===== config.mk =====
export PLATFORM = sky130hd
export DESIGN_NAME = tone_row_sine_player_unit
export DESIGN_NICKNAME = d
export VERILOG_FILES = /design/src/hdl/trp_pkg.sv /design/src/hdl/tone_row_sine_player_unit.sv /design/src/hdl/trp_cfg.sv /design/src/hdl/trp_seq.sv /design/src/hdl/trp_sine.sv
export SDC_FILE = /design/constraint.sdc
export NUM_CORES = 2
export LEC_CHECK = 0
export BUFFER_PORTS_ARGS = -buffer_cell sky130_fd_sc_hd__buf_4
export CAP_MARGIN = 0
export CORE_ASPECT_RATIO = 2
export CORE_MARGIN = 2
export CORE_UTILIZATION = 32
export DETAILED_ROUTE_END_ITERATION = 12
export GPL_TIMING_DRIVEN = 1
export PLACE_DENSITY_LB_ADDON = 0.05
export SYNTH_ARGS = -nofsm -noshare
export SYNTH_HDL_FRONTEND = slang
export SYNTH_HIERARCHICAL = 1
export SYNTH_SLANG_ARGS = --single-unit
export TNS_END_PERCENT = 5

===== constraint.sdc =====
create_clock -name clk -period 8 [get_ports clk]
set_clock_uncertainty 0.05 [all_clocks]
set_input_delay 0 -clock clk [delete_from_list [all_inputs] [get_ports clk]]
set_output_delay 0 -clock clk [all_outputs]
set_load 0.01 [all_outputs]

===== src/hdl/trp_pkg.sv =====
// ----------------------------------------------------------------------------
// trp_pkg
// Shared constants, tables and types of the tone row sine player.
// ----------------------------------------------------------------------------
package trp_pkg;

  localparam int SINE_TABLE_DEPTH = 1024;
  localparam int SAMPLE_RATE_HZ   = 44100;
  localparam int ROW_LENGTH       = 12;

  // phase bits that select a table entry
  localparam int TBL_BITS = $clog2(SINE_TABLE_DEPTH);

  // configuration register reset values
  localparam logic [47:0] TONE_ROW_RST = 48'd205163983024656;
  localparam logic [15:0] SPT_RST      = 16'd3675;
  localparam logic [15:0] GAIN_RST     = 16'd16384;

  // polynomial coefficients of the quarter sine, Q15
  localparam logic [11:0] C_A = 12'd2320;
  localparam logic [14:0] C_B = 15'd21024;
  localparam logic [15:0] C_C = 16'd51472;

  // register indexes on the configuration port
  typedef enum logic [1:0] {
    REG_TONE_ROW = 2'd0,
    REG_SPT      = 2'd1,
    REG_GAIN     = 2'd2
  } reg_idx_t;

  // C4 * 2^(n/12) in Q16 Hz
  localparam logic [31:0] FREQ_Q16 [16] = '{
    32'd17145893, 32'd18165441, 32'd19245614, 32'd20390018,
    32'd21602472, 32'd22887021, 32'd24247954, 32'd25689813,
    32'd27217409, 32'd28835840, 32'd30550508, 32'd32367136,
    32'd34291786, 32'd36330882, 32'd38491228, 32'd40780036
  };

  // phase increment per sample, rounded, evaluated at elaboration only
  function automatic logic [31:0] phase_inc(input logic [31:0] freq);
    logic [47:0] num;
    num = {freq, 16'h0000} + 48'(SAMPLE_RATE_HZ / 2);
    return 32'(num / 48'(SAMPLE_RATE_HZ));
  endfunction

  localparam logic [31:0] PHASE_INC [16] = '{
    phase_inc(FREQ_Q16[0]),  phase_inc(FREQ_Q16[1]),
    phase_inc(FREQ_Q16[2]),  phase_inc(FREQ_Q16[3]),
    phase_inc(FREQ_Q16[4]),  phase_inc(FREQ_Q16[5]),
    phase_inc(FREQ_Q16[6]),  phase_inc(FREQ_Q16[7]),
    phase_inc(FREQ_Q16[8]),  phase_inc(FREQ_Q16[9]),
    phase_inc(FREQ_Q16[10]), phase_inc(FREQ_Q16[11]),
    phase_inc(FREQ_Q16[12]), phase_inc(FREQ_Q16[13]),
    phase_inc(FREQ_Q16[14]), phase_inc(FREQ_Q16[15])
  };

  typedef struct packed {
    logic [47:0] tone_row;
    logic [15:0] samples_per_tone;
    logic [15:0] gain;
  } cfg_t;

  typedef struct packed {
    logic       neg;
    logic [3:0] tone_position;
    logic       last_of_row;
  } meta_t;

  typedef struct packed {
    meta_t       meta;
    logic [15:0] u;
  } item_t;

endpackage


===== src/hdl/tone_row_sine_player_unit.sv =====
// ----------------------------------------------------------------------------
// tone_row_sine_player_unit
// Plays a twelve-tone row as sine tones by direct digital synthesis.
// ----------------------------------------------------------------------------
//  channel  direction  handshake         payload
//  in_      input      valid / stall     tick
//  out_     output     valid / stall     sample, tone_position, last_of_row
//  cfg      input      apb write / read  tone_row, samples_per_tone, gain
//
//  one transfer is accepted per cycle while in_stall is low; a tick's sample
//  passes the input register and the five multiplier stages of the sine and
//  gain path, and out_valid rises once it is in the last of them
//  rst_n is synchronous; it clears counters, phase and pipeline valids and
//  loads the register defaults
//  out_stall holds the output; the pipeline keeps taking ticks until all
//  stages are full, then in_stall rises
// ----------------------------------------------------------------------------
module tone_row_sine_player_unit (
  input  logic                clk,
  input  logic                rst_n,
  input  logic                in_valid,
  output logic                in_stall,
  input  logic                in_tick,
  output logic                out_valid,
  input  logic                out_stall,
  output logic signed [15:0]  out_sample,
  output logic [3:0]          out_tone_position,
  output logic                out_last_of_row,
  input  logic                psel,
  input  logic                penable,
  input  logic                pwrite,
  input  logic [4:0]          paddr,
  input  logic [63:0]         pwdata,
  output logic [63:0]         prdata,
  output logic                pready
);

  trp_pkg::cfg_t  cfg;
  trp_pkg::item_t item;
  logic           item_valid;
  logic           sine_stall;

  assign in_stall = sine_stall;

  trp_cfg u_cfg (
    .clk     (clk),
    .rst_n   (rst_n),
    .psel    (psel),
    .penable (penable),
    .pwrite  (pwrite),
    .paddr   (paddr),
    .pwdata  (pwdata),
    .prdata  (prdata),
    .pready  (pready),
    .cfg     (cfg)
  );

  trp_seq u_seq (
    .clk        (clk),
    .rst_n      (rst_n),
    .in_valid   (in_valid),
    .in_stall   (sine_stall),
    .in_tick    (in_tick),
    .cfg        (cfg),
    .item_valid (item_valid),
    .item       (item)
  );

  trp_sine u_sine (
    .clk               (clk),
    .rst_n             (rst_n),
    .item_valid        (item_valid),
    .item              (item),
    .gain              (cfg.gain),
    .stall             (sine_stall),
    .out_valid         (out_valid),
    .out_stall         (out_stall),
    .out_sample        (out_sample),
    .out_tone_position (out_tone_position),
    .out_last_of_row   (out_last_of_row)
  );

endmodule


===== src/hdl/trp_cfg.sv =====
// ----------------------------------------------------------------------------
// trp_cfg
// Configuration registers behind the APB-style port.
// ----------------------------------------------------------------------------
module trp_cfg (
  input  logic                clk,
  input  logic                rst_n,
  input  logic                psel,
  input  logic                penable,
  input  logic                pwrite,
  input  logic [4:0]          paddr,
  input  logic [63:0]         pwdata,
  output logic [63:0]         prdata,
  output logic                pready,
  output trp_pkg::cfg_t       cfg
);

  logic [47:0] tone_row_r;
  logic [15:0] spt_r;
  logic [15:0] gain_r;
  logic        wr_en;
  trp_pkg::reg_idx_t idx;

  assign pready = 1'b1;
  assign wr_en  = psel && penable && pwrite;
  assign idx    = trp_pkg::reg_idx_t'(paddr[4:3]);

  always_ff @(posedge clk) begin
    if (!rst_n) begin
      tone_row_r <= trp_pkg::TONE_ROW_RST;
      spt_r      <= trp_pkg::SPT_RST;
      gain_r     <= trp_pkg::GAIN_RST;
    end else if (wr_en) begin
      case (idx)
        trp_pkg::REG_TONE_ROW: tone_row_r <= pwdata[47:0];
        trp_pkg::REG_SPT:      spt_r      <= pwdata[15:0];
        trp_pkg::REG_GAIN:     gain_r     <= pwdata[15:0];
        default: ;
      endcase
    end
  end

  always_comb begin
    case (idx)
      trp_pkg::REG_TONE_ROW: prdata = {16'h0000, tone_row_r};
      trp_pkg::REG_SPT:      prdata = {48'h0, spt_r};
      trp_pkg::REG_GAIN:     prdata = {48'h0, gain_r};
      default:               prdata = 64'h0;
    endcase
  end

  assign cfg.tone_row         = tone_row_r;
  assign cfg.samples_per_tone = spt_r;
  assign cfg.gain             = gain_r;

endmodule


===== src/hdl/trp_seq.sv =====
// ----------------------------------------------------------------------------
// trp_seq
// Tone sequencer: phase accumulator, sample and tone counters, quadrant fold.
// ----------------------------------------------------------------------------
module trp_seq (
  input  logic                clk,
  input  logic                rst_n,
  input  logic                in_valid,
  input  logic                in_stall,
  input  logic                in_tick,
  input  trp_pkg::cfg_t       cfg,
  output logic                item_valid,
  output trp_pkg::item_t      item
);

  logic [31:0] phase_r, phase_nxt;
  logic [3:0]  tone_r, tone_nxt;
  logic [15:0] count_r, count_nxt;
  logic        acc;
  logic [3:0]  pc;
  logic [16:0] count_inc;
  logic        tone_end;
  logic        row_end;
  logic [15:0] pos;
  logic [14:0] u0;

  assign acc        = in_valid && !in_stall && in_tick;
  assign item_valid = in_valid && in_tick;

  assign pc        = cfg.tone_row[{tone_r, 2'b00} +: 4];
  assign count_inc = {1'b0, count_r} + 17'd1;
  assign tone_end  = count_inc >= {1'b0, cfg.samples_per_tone};
  assign row_end   = ({1'b0, tone_r} + 5'd1) >= 5'(trp_pkg::ROW_LENGTH);

  always_comb begin
    phase_nxt = phase_r + trp_pkg::PHASE_INC[pc];
    count_nxt = count_inc[15:0];
    tone_nxt  = tone_r;
    if (tone_end) begin
      phase_nxt = 32'd0;
      count_nxt = 16'd0;
      tone_nxt  = row_end ? 4'd0 : tone_r + 4'd1;
    end
  end

  always_ff @(posedge clk) begin
    if (!rst_n) begin
      phase_r <= 32'd0;
      tone_r  <= 4'd0;
      count_r <= 16'd0;
    end else if (acc) begin
      phase_r <= phase_nxt;
      tone_r  <= tone_nxt;
      count_r <= count_nxt;
    end
  end

  // table angle in Q16 turns, folded into the first quadrant
  assign pos = {phase_r[31 -: trp_pkg::TBL_BITS], {(16 - trp_pkg::TBL_BITS){1'b0}}};
  assign u0  = {pos[13:0], 1'b0};

  assign item.u                  = pos[14] ? (16'd32768 - {1'b0, u0}) : {1'b0, u0};
  assign item.meta.neg           = pos[15];
  assign item.meta.tone_position = tone_r;
  assign item.meta.last_of_row   = tone_end && row_end;

`ifndef SYNTHESIS
  a_tone_range: assert property (@(posedge clk) disable iff (!rst_n)
    tone_r < 4'(trp_pkg::ROW_LENGTH))
    else $error("tone index out of row");

  a_tone_restart: assert property (@(posedge clk) disable iff (!rst_n)
    (acc && tone_end) |=> (phase_r == 32'd0 && count_r == 16'd0))
    else $error("phase or count not cleared at tone end");

  a_row_wrap: assert property (@(posedge clk) disable iff (!rst_n)
    (acc && item.meta.last_of_row) |=> (tone_r == 4'd0))
    else $error("row did not wrap after last sample");
`endif

endmodule


===== src/hdl/trp_sine.sv =====
// ----------------------------------------------------------------------------
// trp_sine
// Quarter sine polynomial, gain and saturation as a stallable pipeline.
// ----------------------------------------------------------------------------
module trp_sine (
  input  logic                clk,
  input  logic                rst_n,
  input  logic                item_valid,
  input  trp_pkg::item_t      item,
  input  logic [15:0]         gain,
  output logic                stall,
  output logic                out_valid,
  input  logic                out_stall,
  output logic signed [15:0]  out_sample,
  output logic [3:0]          out_tone_position,
  output logic                out_last_of_row
);

  logic v1_r, v2_r, v3_r, v4_r, v5_r, ov_r;
  logic rdy1, rdy2, rdy3, rdy4, rdy5, rdy_o;

  trp_pkg::meta_t m1_r, m2_r, m3_r, m4_r, m5_r;
  logic [15:0] u1_r, u2a_r, u3_r, u4_r;
  logic [15:0] sq2_r, sq3_r;
  logic [14:0] t1_r;
  logic [15:0] t2_r;
  logic [15:0] s5_r;

  logic [31:0] p_sq;
  logic [15:0] sq_nxt;
  logic [27:0] p_a;
  logic [14:0] t1_nxt;
  logic [30:0] p_b;
  logic [15:0] t2_nxt;
  logic [31:0] p_c;
  logic [15:0] s_nxt;
  logic [31:0] p_g;
  logic [16:0] mag;
  logic signed [15:0] sample_nxt;

  logic signed [15:0] sample_r;
  logic [3:0]         tone_r;
  logic               last_r;

  // a stage takes new data when it is empty or its contents move on
  assign rdy_o = !ov_r || !out_stall;
  assign rdy5  = !v5_r || rdy_o;
  assign rdy4  = !v4_r || rdy5;
  assign rdy3  = !v3_r || rdy4;
  assign rdy2  = !v2_r || rdy3;
  assign rdy1  = !v1_r || rdy2;
  assign stall = !rdy1;

  always_ff @(posedge clk) begin
    if (!rst_n) begin
      v1_r <= 1'b0;
      v2_r <= 1'b0;
      v3_r <= 1'b0;
      v4_r <= 1'b0;
      v5_r <= 1'b0;
      ov_r <= 1'b0;
    end else begin
      if (rdy1)  v1_r <= item_valid;
      if (rdy2)  v2_r <= v1_r;
      if (rdy3)  v3_r <= v2_r;
      if (rdy4)  v4_r <= v3_r;
      if (rdy5)  v5_r <= v4_r;
      if (rdy_o) ov_r <= v5_r;
    end
  end

  // u2 = u*u >> 15
  assign p_sq   = u1_r * u1_r;
  assign sq_nxt = p_sq[30:15];
  // t1 = 21024 - (u2*2320 >> 15)
  assign p_a    = sq2_r * {4'd0, trp_pkg::C_A};
  assign t1_nxt = trp_pkg::C_B - {3'd0, p_a[26:15]};
  // t2 = 51472 - (u2*t1 >> 15)
  assign p_b    = sq3_r * {1'b0, t1_r};
  assign t2_nxt = trp_pkg::C_C - {1'b0, p_b[29:15]};
  // s = u*t2 >> 15
  assign p_c    = u4_r * t2_r;
  assign s_nxt  = p_c[30:15];
  // gain and saturation
  assign p_g    = s5_r * gain;
  assign mag    = p_g[31:15];

  always_comb begin
    if (m5_r.neg) begin
      sample_nxt = (mag > 17'd32768) ? -16'sd32768 : 16'(-{1'b0, mag[15:0]});
    end else begin
      sample_nxt = (mag > 17'd32767) ? 16'sd32767 : $signed(mag[15:0]);
    end
  end

  always_ff @(posedge clk) begin
    if (rdy1) begin
      u1_r <= item.u;
      m1_r <= item.meta;
    end
    if (rdy2) begin
      u2a_r <= u1_r;
      sq2_r <= sq_nxt;
      m2_r  <= m1_r;
    end
    if (rdy3) begin
      u3_r  <= u2a_r;
      sq3_r <= sq2_r;
      t1_r  <= t1_nxt;
      m3_r  <= m2_r;
    end
    if (rdy4) begin
      u4_r <= u3_r;
      t2_r <= t2_nxt;
      m4_r <= m3_r;
    end
    if (rdy5) begin
      s5_r <= s_nxt;
      m5_r <= m4_r;
    end
    if (rdy_o) begin
      sample_r <= sample_nxt;
      tone_r   <= m5_r.tone_position;
      last_r   <= m5_r.last_of_row;
    end
  end

  assign out_valid         = ov_r;
  assign out_sample        = sample_r;
  assign out_tone_position = tone_r;
  assign out_last_of_row   = last_r;

`ifndef SYNTHESIS
  a_stall_full: assert property (@(posedge clk) disable iff (!rst_n)
    stall |-> (v1_r && v2_r && v3_r && v4_r && v5_r && ov_r))
    else $error("input stalled with a free stage");

  a_drain: assert property (@(posedge clk) disable iff (!rst_n)
    (v5_r && !out_stall) |=> ov_r)
    else $error("finished sample lost before output");

  a_out_hold: assert property (@(posedge clk) disable iff (!rst_n)
    (ov_r && out_stall) |=>
      (ov_r && $stable(sample_r) && $stable(tone_r) && $stable(last_r)))
    else $error("stalled sample changed");
`endif

endmodule


Word level (Yosys, flattened, before mapping)
Memory sizes are Yosys's and may differ from the RTL's.
Index checks and enable logic that the tools add are counted.
- bits in registers: 332
- memory bits (read-only): 512
- input bits: 77
- output and inout bits: 88
- logic and storage cells: 98
- memories: 1
- memories (name ; words ; width ; read ports ; clocked after memory_dff ; write ports ; line ; RTL):
    (name not given) ; 16 ; 32 ; 1 ; 0 ; 0 ; trp_seq.sv:36 ; phase_nxt = phase_r + trp_pkg::PHASE_INC[pc];
- $add $sub $neg: 8
- multiply operators: 5
- magnitude comparators: 5
- equal/unequal tests: 2
- shift operators: 1
- mux-type cells: 10
- bitwise gates (word level): 1
- reduce and logical (&&, ||, !) cells: 25
- operator list (cell ; number):
    case mux 48 bit (3 select lines) ; 1
    2-to-1 mux 32 bit ; 3
    2-to-1 mux 16 bit ; 4
    multiplier 16 x 16 -> 31 bit ; 2
    indexed part select 48 x 7 -> 4 bit ; 1
    adder 32 bit ; 1
    multiplier 16 x 16 -> 32 bit ; 1
    subtractor 16 x 15 -> 16 bit, first input constant ; 2
    multiplier 16 x 15 -> 30 bit ; 1
    multiplier 16 x 8 -> 23 bit, second input constant ; 1
    adder 16 x 1 -> 17 bit, second input constant ; 1
    >= comparator 17 x 16 -> 1 bit ; 1
    > comparator 17 x 15 -> 1 bit, second input constant ; 1
    > comparator 17 x 16 -> 1 bit, second input constant ; 1
    negation 16 bit ; 1
    2-to-1 mux 15 bit ; 1
    subtractor 15 x 12 -> 15 bit, first input constant ; 1
    logical NOT 1 bit ; 8
    AND reduction 2 bit ; 4
    logical AND 1 bit ; 6
    logical OR 1 bit ; 6
    adder 4 x 1 -> 5 bit, second input constant ; 1
    >= comparator 5 x 4 -> 1 bit, second input constant ; 1
    >= comparator 5 bit, second input constant ; 1
    other kinds (6) ; 6

Logic depth before layout (Yosys ltp)
- depth in word-level cells: 10
- gate-level depth with buffers: 30
- mapped depth without buffers: 28

Modules after synthesis
Netlist, hierarchy kept.
- by module, submodules not included (module ; instances ; cells an instance ; area an instance (um^2) ; sequential area each (um^2)):
    trp_sine ; 1 ; 3934 ; 38385.6 ; 5885.6
    trp_seq ; 1 ; 707 ; 5347.6 ; 1041.0
    trp_cfg ; 1 ; 447 ; 3848.7 ; 1601.5

Worst setup path before layout
OpenSTA, ideal clock, no wires.
- path kind: flip-flop to flip-flop
- start point: register u_cfg.gain_r[1]
- end point: register u_sine.sample_r[13] (netlist: u_sine/out_sample[13]) (data pin)
- setup time: 158 ps
- arrival time: 7133 ps
- data required time: 7792 ps
- slack: 660 ps
- cell stages (with the launch flop): 26
- buffers on the path: 2
- clock period less this slack: 7340 ps
- cell sequence: dfxtp_1 -> clkbuf_1 -> nand2_1 -> fa_1 -> fa_1 -> inv_1 -> fa_1 -> fa_1 -> fa_1 -> inv_1 -> fa_1 -> inv_1 -> ha_1 -> buf_2 -> a21oi_1 -> nand2b_1 -> a21o_1 -> a31oi_1 -> o21ai_2 -> a211o_1 -> and2_4 -> or4_4 -> or4_4 -> nor4_2 -> mux2_1 -> o22ai_2
- longest elaborated chain between the ends: 4
- elaborated cells on any way between the ends: 7
- classes of those cells: add/sub: 1; mul: 1; order compare: 2; mux: 3
- ends and longest elaborated chain (element ; line ; RTL):
    start, declared ; trp_cfg.sv:20 ; logic [15:0] gain_r;
    start signal, assigned ; trp_cfg.sv:32 ; gain_r <= trp_pkg::GAIN_RST;
    start signal, assigned ; trp_cfg.sv:37 ; trp_pkg::REG_GAIN: gain_r <= pwdata[15:0];
    multiplier 16 x 16 -> 32 bit (*) ; trp_sine.sv:85 ; assign p_g = s5_r * gain;
    negation 16 bit (tied with other cells) ; trp_sine.sv:90 ; sample_nxt = (mag > 17'd32768) ? -16'sd32768 : 16'(-{1'b0, mag[15:0]});
    2-to-1 mux 16 bit (on tied branches) ; trp_sine.sv:90, trp_sine.sv:92 ;
    2-to-1 mux 16 bit (*) ; trp_sine.sv:89 ; if (m5_r.neg) begin
    named net u_sine.sample_nxt[13] ; trp_sine.sv:39 ; logic signed [15:0] sample_nxt;
    end signal, assigned ; trp_sine.sv:122 ; sample_r <= sample_nxt;
    end, declared ; trp_sine.sv:41 ; logic signed [15:0] sample_r;
The timed path passes the listed nets; every way through them passes the cells marked *.
A chain may end at the register's enable or synchronous reset.

Worst setup path after layout
- start point: register u_sine.s5_r[4]
- end point: register u_sine.sample_r[11] (netlist: u_sine/out_sample[11]) (data pin)
- longest elaborated chain between the ends: 4
- elaborated cells on any way between the ends: 7
- classes of those cells: add/sub: 1; mul: 1; order compare: 2; mux: 3
- ends and longest elaborated chain (element ; line ; RTL):
    start, declared ; trp_sine.sv:27 ; logic [15:0] s5_r;
    start signal, assigned ; trp_sine.sv:118 ; s5_r <= s_nxt;
    multiplier 16 x 16 -> 32 bit (*) ; trp_sine.sv:85 ;
    negation 16 bit (tied with other cells) ; trp_sine.sv:90 ;
    2-to-1 mux 16 bit (on tied branches) ; trp_sine.sv:90, trp_sine.sv:92 ;
    2-to-1 mux 16 bit (*) ; trp_sine.sv:89 ;
    named net u_sine.sample_nxt[11] ; trp_sine.sv:39 ;
Marked as above.

==> metrics.txt <==
# TYPE chip_impl_metric gauge
chip_impl_info{name="critical_path_endpoint_category",value="flop"} 1
chip_impl_metric{name="fp.coreArea",unit="mm2"} 0.148
chip_impl_metric{name="globalRouteMet3Util",unit="%"} 1.30
chip_impl_metric{name="layout_min_cycle_time",unit="ns"} 7.68
chip_impl_metric{name="power.ir.vdd_worst",unit="V"} 0.000171
chip_impl_info{name="cts.root.buffer_cell",value="sky130_fd_sc_hd__clkbuf_16"} 1
chip_impl_metric{name="drive_above_1_share",unit="%"} 8.86
chip_impl_metric{name="drtIter0Drc",unit=""} 1114
chip_impl_metric{name="synth_sequential_area_ratio",unit="%"} 17.9
chip_impl_metric{name="place.detailed.hpwl",unit="mm"} 123
chip_impl_metric{name="finalWeightedCongestion",unit=""} 0.840
chip_impl_metric{name="synth_enable_flop_cells",unit=""} 192
chip_impl_info{name="synth.largest_area_cell",value="sky130_fd_sc_hd__fa_1"} 1
chip_impl_metric{name="placedCellCount",unit=""} 7088
chip_impl_info{name="synth_top_family_by_area",value="adder cells"} 1
chip_impl_metric{name="routedWlPerCell",unit="um"} 20.3
chip_impl_metric{name="area_fraction_in_compound_gates_after_synthesis",unit="%"} 7.53
chip_impl_info{name="synth.area.top_cells",value="sky130_fd_sc_hd__fa_1 (30%), sky130_fd_sc_hd__ha_1 (13%), sky130_fd_sc_hd__edfxtp_1 (12%)"} 1
chip_impl_info{name="synth_flop_cell",value="sky130_fd_sc_hd__edfxtp_1"} 1
chip_impl_info{name="status",value="completed"} 1
chip_impl_metric{name="overall_die_area",unit="mm2"} 0.152
chip_impl_metric{name="die_height",unit="um"} 549
chip_impl_metric{name="gr-usage-all-layers",unit="%"} 19.6
chip_impl_info{name="crit_path_start_kind",value="flop"} 1
chip_impl_metric{name="use_met1",unit="%"} 17.2
chip_impl_metric{name="gr-total-overflow",unit=""} 0
chip_impl_metric{name="post_synthesis_share_of_cell_area_spent_on_xor_and_xnor_gates",unit="%"} 2.67
chip_impl_metric{name="hold-worst-slack",unit="ns"} 0.101
chip_impl_info{name="min_path_type",value="in -> reg"} 1
chip_impl_metric{name="power_leakage",unit="nW"} 26.0
chip_impl_info{name="criticalPathCategory",value="reg -> reg"} 1
chip_impl_metric{name="drv_slew",unit=""} 0
chip_impl_metric{name="core.rowCount",unit=""} 200
chip_impl_metric{name="cap_violations",unit=""} 0
chip_impl_metric{name="ios",unit=""} 165
chip_impl_metric{name="synthesis.area",unit="mm2"} 0.0476
chip_impl_metric{name="final-setup-viol-count",unit=""} 0
chip_impl_metric{name="synthAdderAreaFrac",unit="%"} 43.5
chip_impl_metric{name="buffer_levels_on_the_longest_clock_path",unit=""} 3
chip_impl_metric{name="cp_data_required_time",unit="ns"} 8.39
chip_impl_metric{name="synthMuxAreaShare",unit="%"} 2.31
chip_impl_metric{name="post_drt_via_cell_ratio",unit=""} 4.79
chip_impl_metric{name="worstPathMaxFanout",unit=""} 11
chip_impl_metric{name="synth_top_area_share",unit="%"} 30.3
chip_impl_metric{name="layout.cells.non_filler",unit=""} 7235
chip_impl_metric{name="ant_nets",unit=""} 0
chip_impl_metric{name="cts_max_level",unit=""} 2
chip_impl_metric{name="worst_pin_slew",unit="ns"} 1.14
chip_impl_metric{name="pwr_density_cell",unit="mW/mm2"} 143
chip_impl_metric{name="fin_setup_tns",unit="ns"} 0
chip_impl_metric{name="slew-limit-headroom",unit="%"} 23.8
chip_impl_metric{name="synth-seq-cells",unit=""} 330
chip_impl_metric{name="clk-insertion-delay-late",unit="ns"} 0.64
chip_impl_info{name="clock_tree_from_tritoncts",value="yes"} 1
chip_impl_info{name="rsz_0062_raised_after_global_routing",value="yes"} 1
chip_impl_metric{name="initial_antenna_violation_count",unit=""} 2
chip_impl_metric{name="via_count",unit=""} 34700
chip_impl_metric{name="port_buffers",unit=""} 128
chip_impl_metric{name="finalHoldViolCount",unit=""} 0
chip_impl_metric{name="finalCoreUtilization",unit="%"} 36.0
chip_impl_metric{name="first_pass_iters",unit=""} 5
chip_impl_metric{name="post_synth_inst_count",unit=""} 5088
chip_impl_metric{name="grt_first_pass_wirelength",unit="mm"} 227
chip_impl_metric{name="cp.arrival",unit="ns"} 8.07
chip_impl_metric{name="cts_buffers",unit=""} 42
chip_impl_metric{name="wl",unit="mm"} 147
chip_impl_metric{name="grt_util_met2",unit="%"} 43.9
chip_impl_metric{name="synthArstFlopShare",unit="%"} 0
chip_impl_info{name="busiest_layer",value="met2"} 1
chip_impl_metric{name="flow.area_growth_from_synthesis",unit="%"} 12.2
chip_impl_metric{name="die-width",unit="um"} 277
chip_impl_metric{name="achievable-frequency",unit="MHz"} 130
chip_impl_metric{name="maximum_number_of_pins_on_one_net_before_global_route_repair",unit=""} 68
chip_impl_metric{name="synthSimpleGateAreaFrac",unit="%"} 15.9
chip_impl_metric{name="yosysUniqueCellTypes",unit=""} 104
chip_impl_metric{name="clkTransAtPathRegs",unit="ns"} 0.07
chip_impl_metric{name="yosysWarningCount",unit=""} 6
chip_impl_metric{name="drc",unit=""} 0
chip_impl_metric{name="fin_nets",unit=""} 6583
chip_impl_metric{name="clock-sinks",unit=""} 330
chip_impl_metric{name="synthesis.area_per_instance",unit="um2"} 9.35
chip_impl_metric{name="initial_utilization",unit="%"} 32.1
chip_impl_metric{name="grt_pass1_vias",unit=""} 38900
chip_impl_metric{name="fin_crit_sh",unit="%"} 96.0
what timing repair did:
item | CTS | global route
endpoints found under the hold margin | 123 | 0
hold buffers | 52 | 0
buffers inserted | 0 | 18
gates resized for setup | 0 | 11
endpoints found under the setup margin | 0 | 18
logic make-up after synthesis:
kind of cell,Yosys count
muxes,96
adders and majority gates,1223
DFF,330
AOI/OAI and AO/OA,525
xor gates and xnor gates,145
and+or+nand+nor,1549
buffers and inverters,1217
other,3
per-layer routing:
metal | up-vias | wire [um]
li1 | 16400 | -
met1 | 17600 | 46400
met2 | 405 | 90900
met3 | 209 | 2380
met4 | 2 | 6900
met5 | - | 12
cells in the final DEF (no fill, tap or decap), types with 20 or more instances in the layout:
cell type and instances:
sky130_fd_sc_hd__edfxtp_1 192, sky130_fd_sc_hd__o21a_1 25, sky130_fd_sc_hd__a22oi_1 23, sky130_fd_sc_hd__mux2i_1 77, sky130_fd_sc_hd__xnor2_1 101, sky130_fd_sc_hd__dfxtp_1 133, sky130_fd_sc_hd__and2_1 381, sky130_fd_sc_hd__inv_1 979
sky130_fd_sc_hd__fa_1 721, sky130_fd_sc_hd__nand2b_1 26, sky130_fd_sc_hd__ha_1 502, sky130_fd_sc_hd__buf_4 307, sky130_fd_sc_hd__o211ai_1 44, sky130_fd_sc_hd__a21oi_1 149, sky130_fd_sc_hd__nand4_1 20, sky130_fd_sc_hd__dlygate4sd3_1 52
sky130_fd_sc_hd__nor3_1 49, sky130_fd_sc_hd__xor2_1 44, sky130_fd_sc_hd__clkbuf_16 44, sky130_fd_sc_hd__conb_1 24, sky130_fd_sc_hd__and3_1 26, sky130_fd_sc_hd__nor2_1 131, sky130_fd_sc_hd__nand2_1 696, sky130_fd_sc_hd__o21ai_0 72
sky130_fd_sc_hd__nor2b_1 27, sky130_fd_sc_hd__a21o_1 43, sky130_fd_sc_hd__nand3_1 104
cells in the mapped netlist, types with 10 or more instances:
cell type,count
sky130_fd_sc_hd__inv_1,980
sky130_fd_sc_hd__fa_1,721
sky130_fd_sc_hd__nand2_1,698
sky130_fd_sc_hd__ha_1,502
sky130_fd_sc_hd__and2_1,381
sky130_fd_sc_hd__edfxtp_1,192
sky130_fd_sc_hd__clkbuf_1,155
sky130_fd_sc_hd__a21oi_1,151
sky130_fd_sc_hd__dfxtp_1,138
sky130_fd_sc_hd__nor2_1,131
sky130_fd_sc_hd__nand3_1,104
sky130_fd_sc_hd__xnor2_1,101
sky130_fd_sc_hd__mux2i_1,77
sky130_fd_sc_hd__o21ai_0,72
sky130_fd_sc_hd__nor3_1,51
sky130_fd_sc_hd__o211ai_1,44
sky130_fd_sc_hd__xor2_1,44
sky130_fd_sc_hd__a21o_1,43
sky130_fd_sc_hd__buf_2,35
sky130_fd_sc_hd__buf_4,32
sky130_fd_sc_hd__nor2b_1,28
sky130_fd_sc_hd__nand2b_1,27
sky130_fd_sc_hd__and3_1,26
sky130_fd_sc_hd__o21a_1,25
sky130_fd_sc_hd__a22oi_1,23
sky130_fd_sc_hd__nand4_1,20
sky130_fd_sc_hd__a31oi_1,17
sky130_fd_sc_hd__nand3b_1,13
sky130_fd_sc_hd__a211oi_1,10
sky130_fd_sc_hd__mux4_2,10
sky130_fd_sc_hd__o22ai_1,10
sky130_fd_sc_hd__or3_1,10
state kept, by name, indices dropped and copies added, names as in the netlist, 13 cells and up:
signal,cells
u_sine/t1_r,13
u_sine/t2_r,16
u_cfg/spt_r,16
u_sine/sq2_r,16
u_seq/count_r,16
u_seq/phase_r,32
u_sine/u4_r,16
u_sine/u2a_r,16
u_sine/u3_r,16
u_sine/u1_r,16
u_sine/s5_r,16
u_cfg/gain_r,16
u_sine/sq3_r,16
u_cfg/tone_row_r,48
u_sine/out_sample,16
path summary, 6_finish.rpt:
path / startpoint / endpoint / slack (ns) / cells past startpoint
worst max-delay path: u_sine/s5_r[4] / u_sine/out_sample[11] / 0.32 / 24
worst min register to register: u_sine/m1_r[0] / u_sine/m2_r[0] / 0.34 / 0
worst min-delay path: penable / u_cfg/gain_r[0] / 0.10 / 5
worst max register to register: u_sine/s5_r[4] / u_sine/out_sample[11] / 0.32 / 24
final cells by class:
type	instances	area [um2]
fillers	15400	94700
well taps	1919	2400
multi-input cells	3562	34400
flip-flops and latches	330	8530
clock buffers	51	1140
diodes	1	2.50
clock inverters	25	289
inverters	981	3680
repair buffers	366	2970
power by group:
part / switching [W] / internal, W / leakage (nW) / total (W)
clock: 0.000879 / 0.00113 / 0.683 / 0.00201
combinational: 0.00206 / 0.00143 / 22.0 / 0.00349
sequential: 0.000202 / 0.00194 / 3.36 / 0.00214
per-stage QoR:
step | instance area [um2] | setup WS (ns) | power (W)
finish | 53400 | 0.321 | 0.00764
global route | 53400 | -0.00606 | 0.00831
CTS | 53200 | 0.112 | 0.00783
detailed placement | 51300 | 0.134 | 0.00571
global placement | 51300 | 0.221 | 0.00571
floorplan | 47700 | 0.660 | 0.00435
critical path, stage by stage, from the launching register on:
cell and delay (ns):
sky130_fd_sc_hd__edfxtp_1 0.65, sky130_fd_sc_hd__and2_1 0.29, sky130_fd_sc_hd__fa_1 0.50, sky130_fd_sc_hd__inv_1 0.05, sky130_fd_sc_hd__fa_1 0.52, sky130_fd_sc_hd__inv_1 0.06
sky130_fd_sc_hd__fa_1 0.45, sky130_fd_sc_hd__fa_1 0.42, sky130_fd_sc_hd__fa_1 0.52, sky130_fd_sc_hd__inv_1 0.08, sky130_fd_sc_hd__fa_1 0.48, sky130_fd_sc_hd__inv_1 0.04
sky130_fd_sc_hd__ha_1 0.29, sky130_fd_sc_hd__a21oi_1 0.24, sky130_fd_sc_hd__nand2b_1 0.08, sky130_fd_sc_hd__a21o_1 0.15, sky130_fd_sc_hd__a31oi_1 0.19, sky130_fd_sc_hd__o21ai_2 0.13
sky130_fd_sc_hd__a211o_1 0.37, sky130_fd_sc_hd__and2_4 0.19, sky130_fd_sc_hd__or4_4 0.56, sky130_fd_sc_hd__or4_4 0.47, sky130_fd_sc_hd__nor3_2 0.22, sky130_fd_sc_hd__mux2_1 0.36
sky130_fd_sc_hd__o22ai_2 0.13
(Power assumes the default switching activity.)
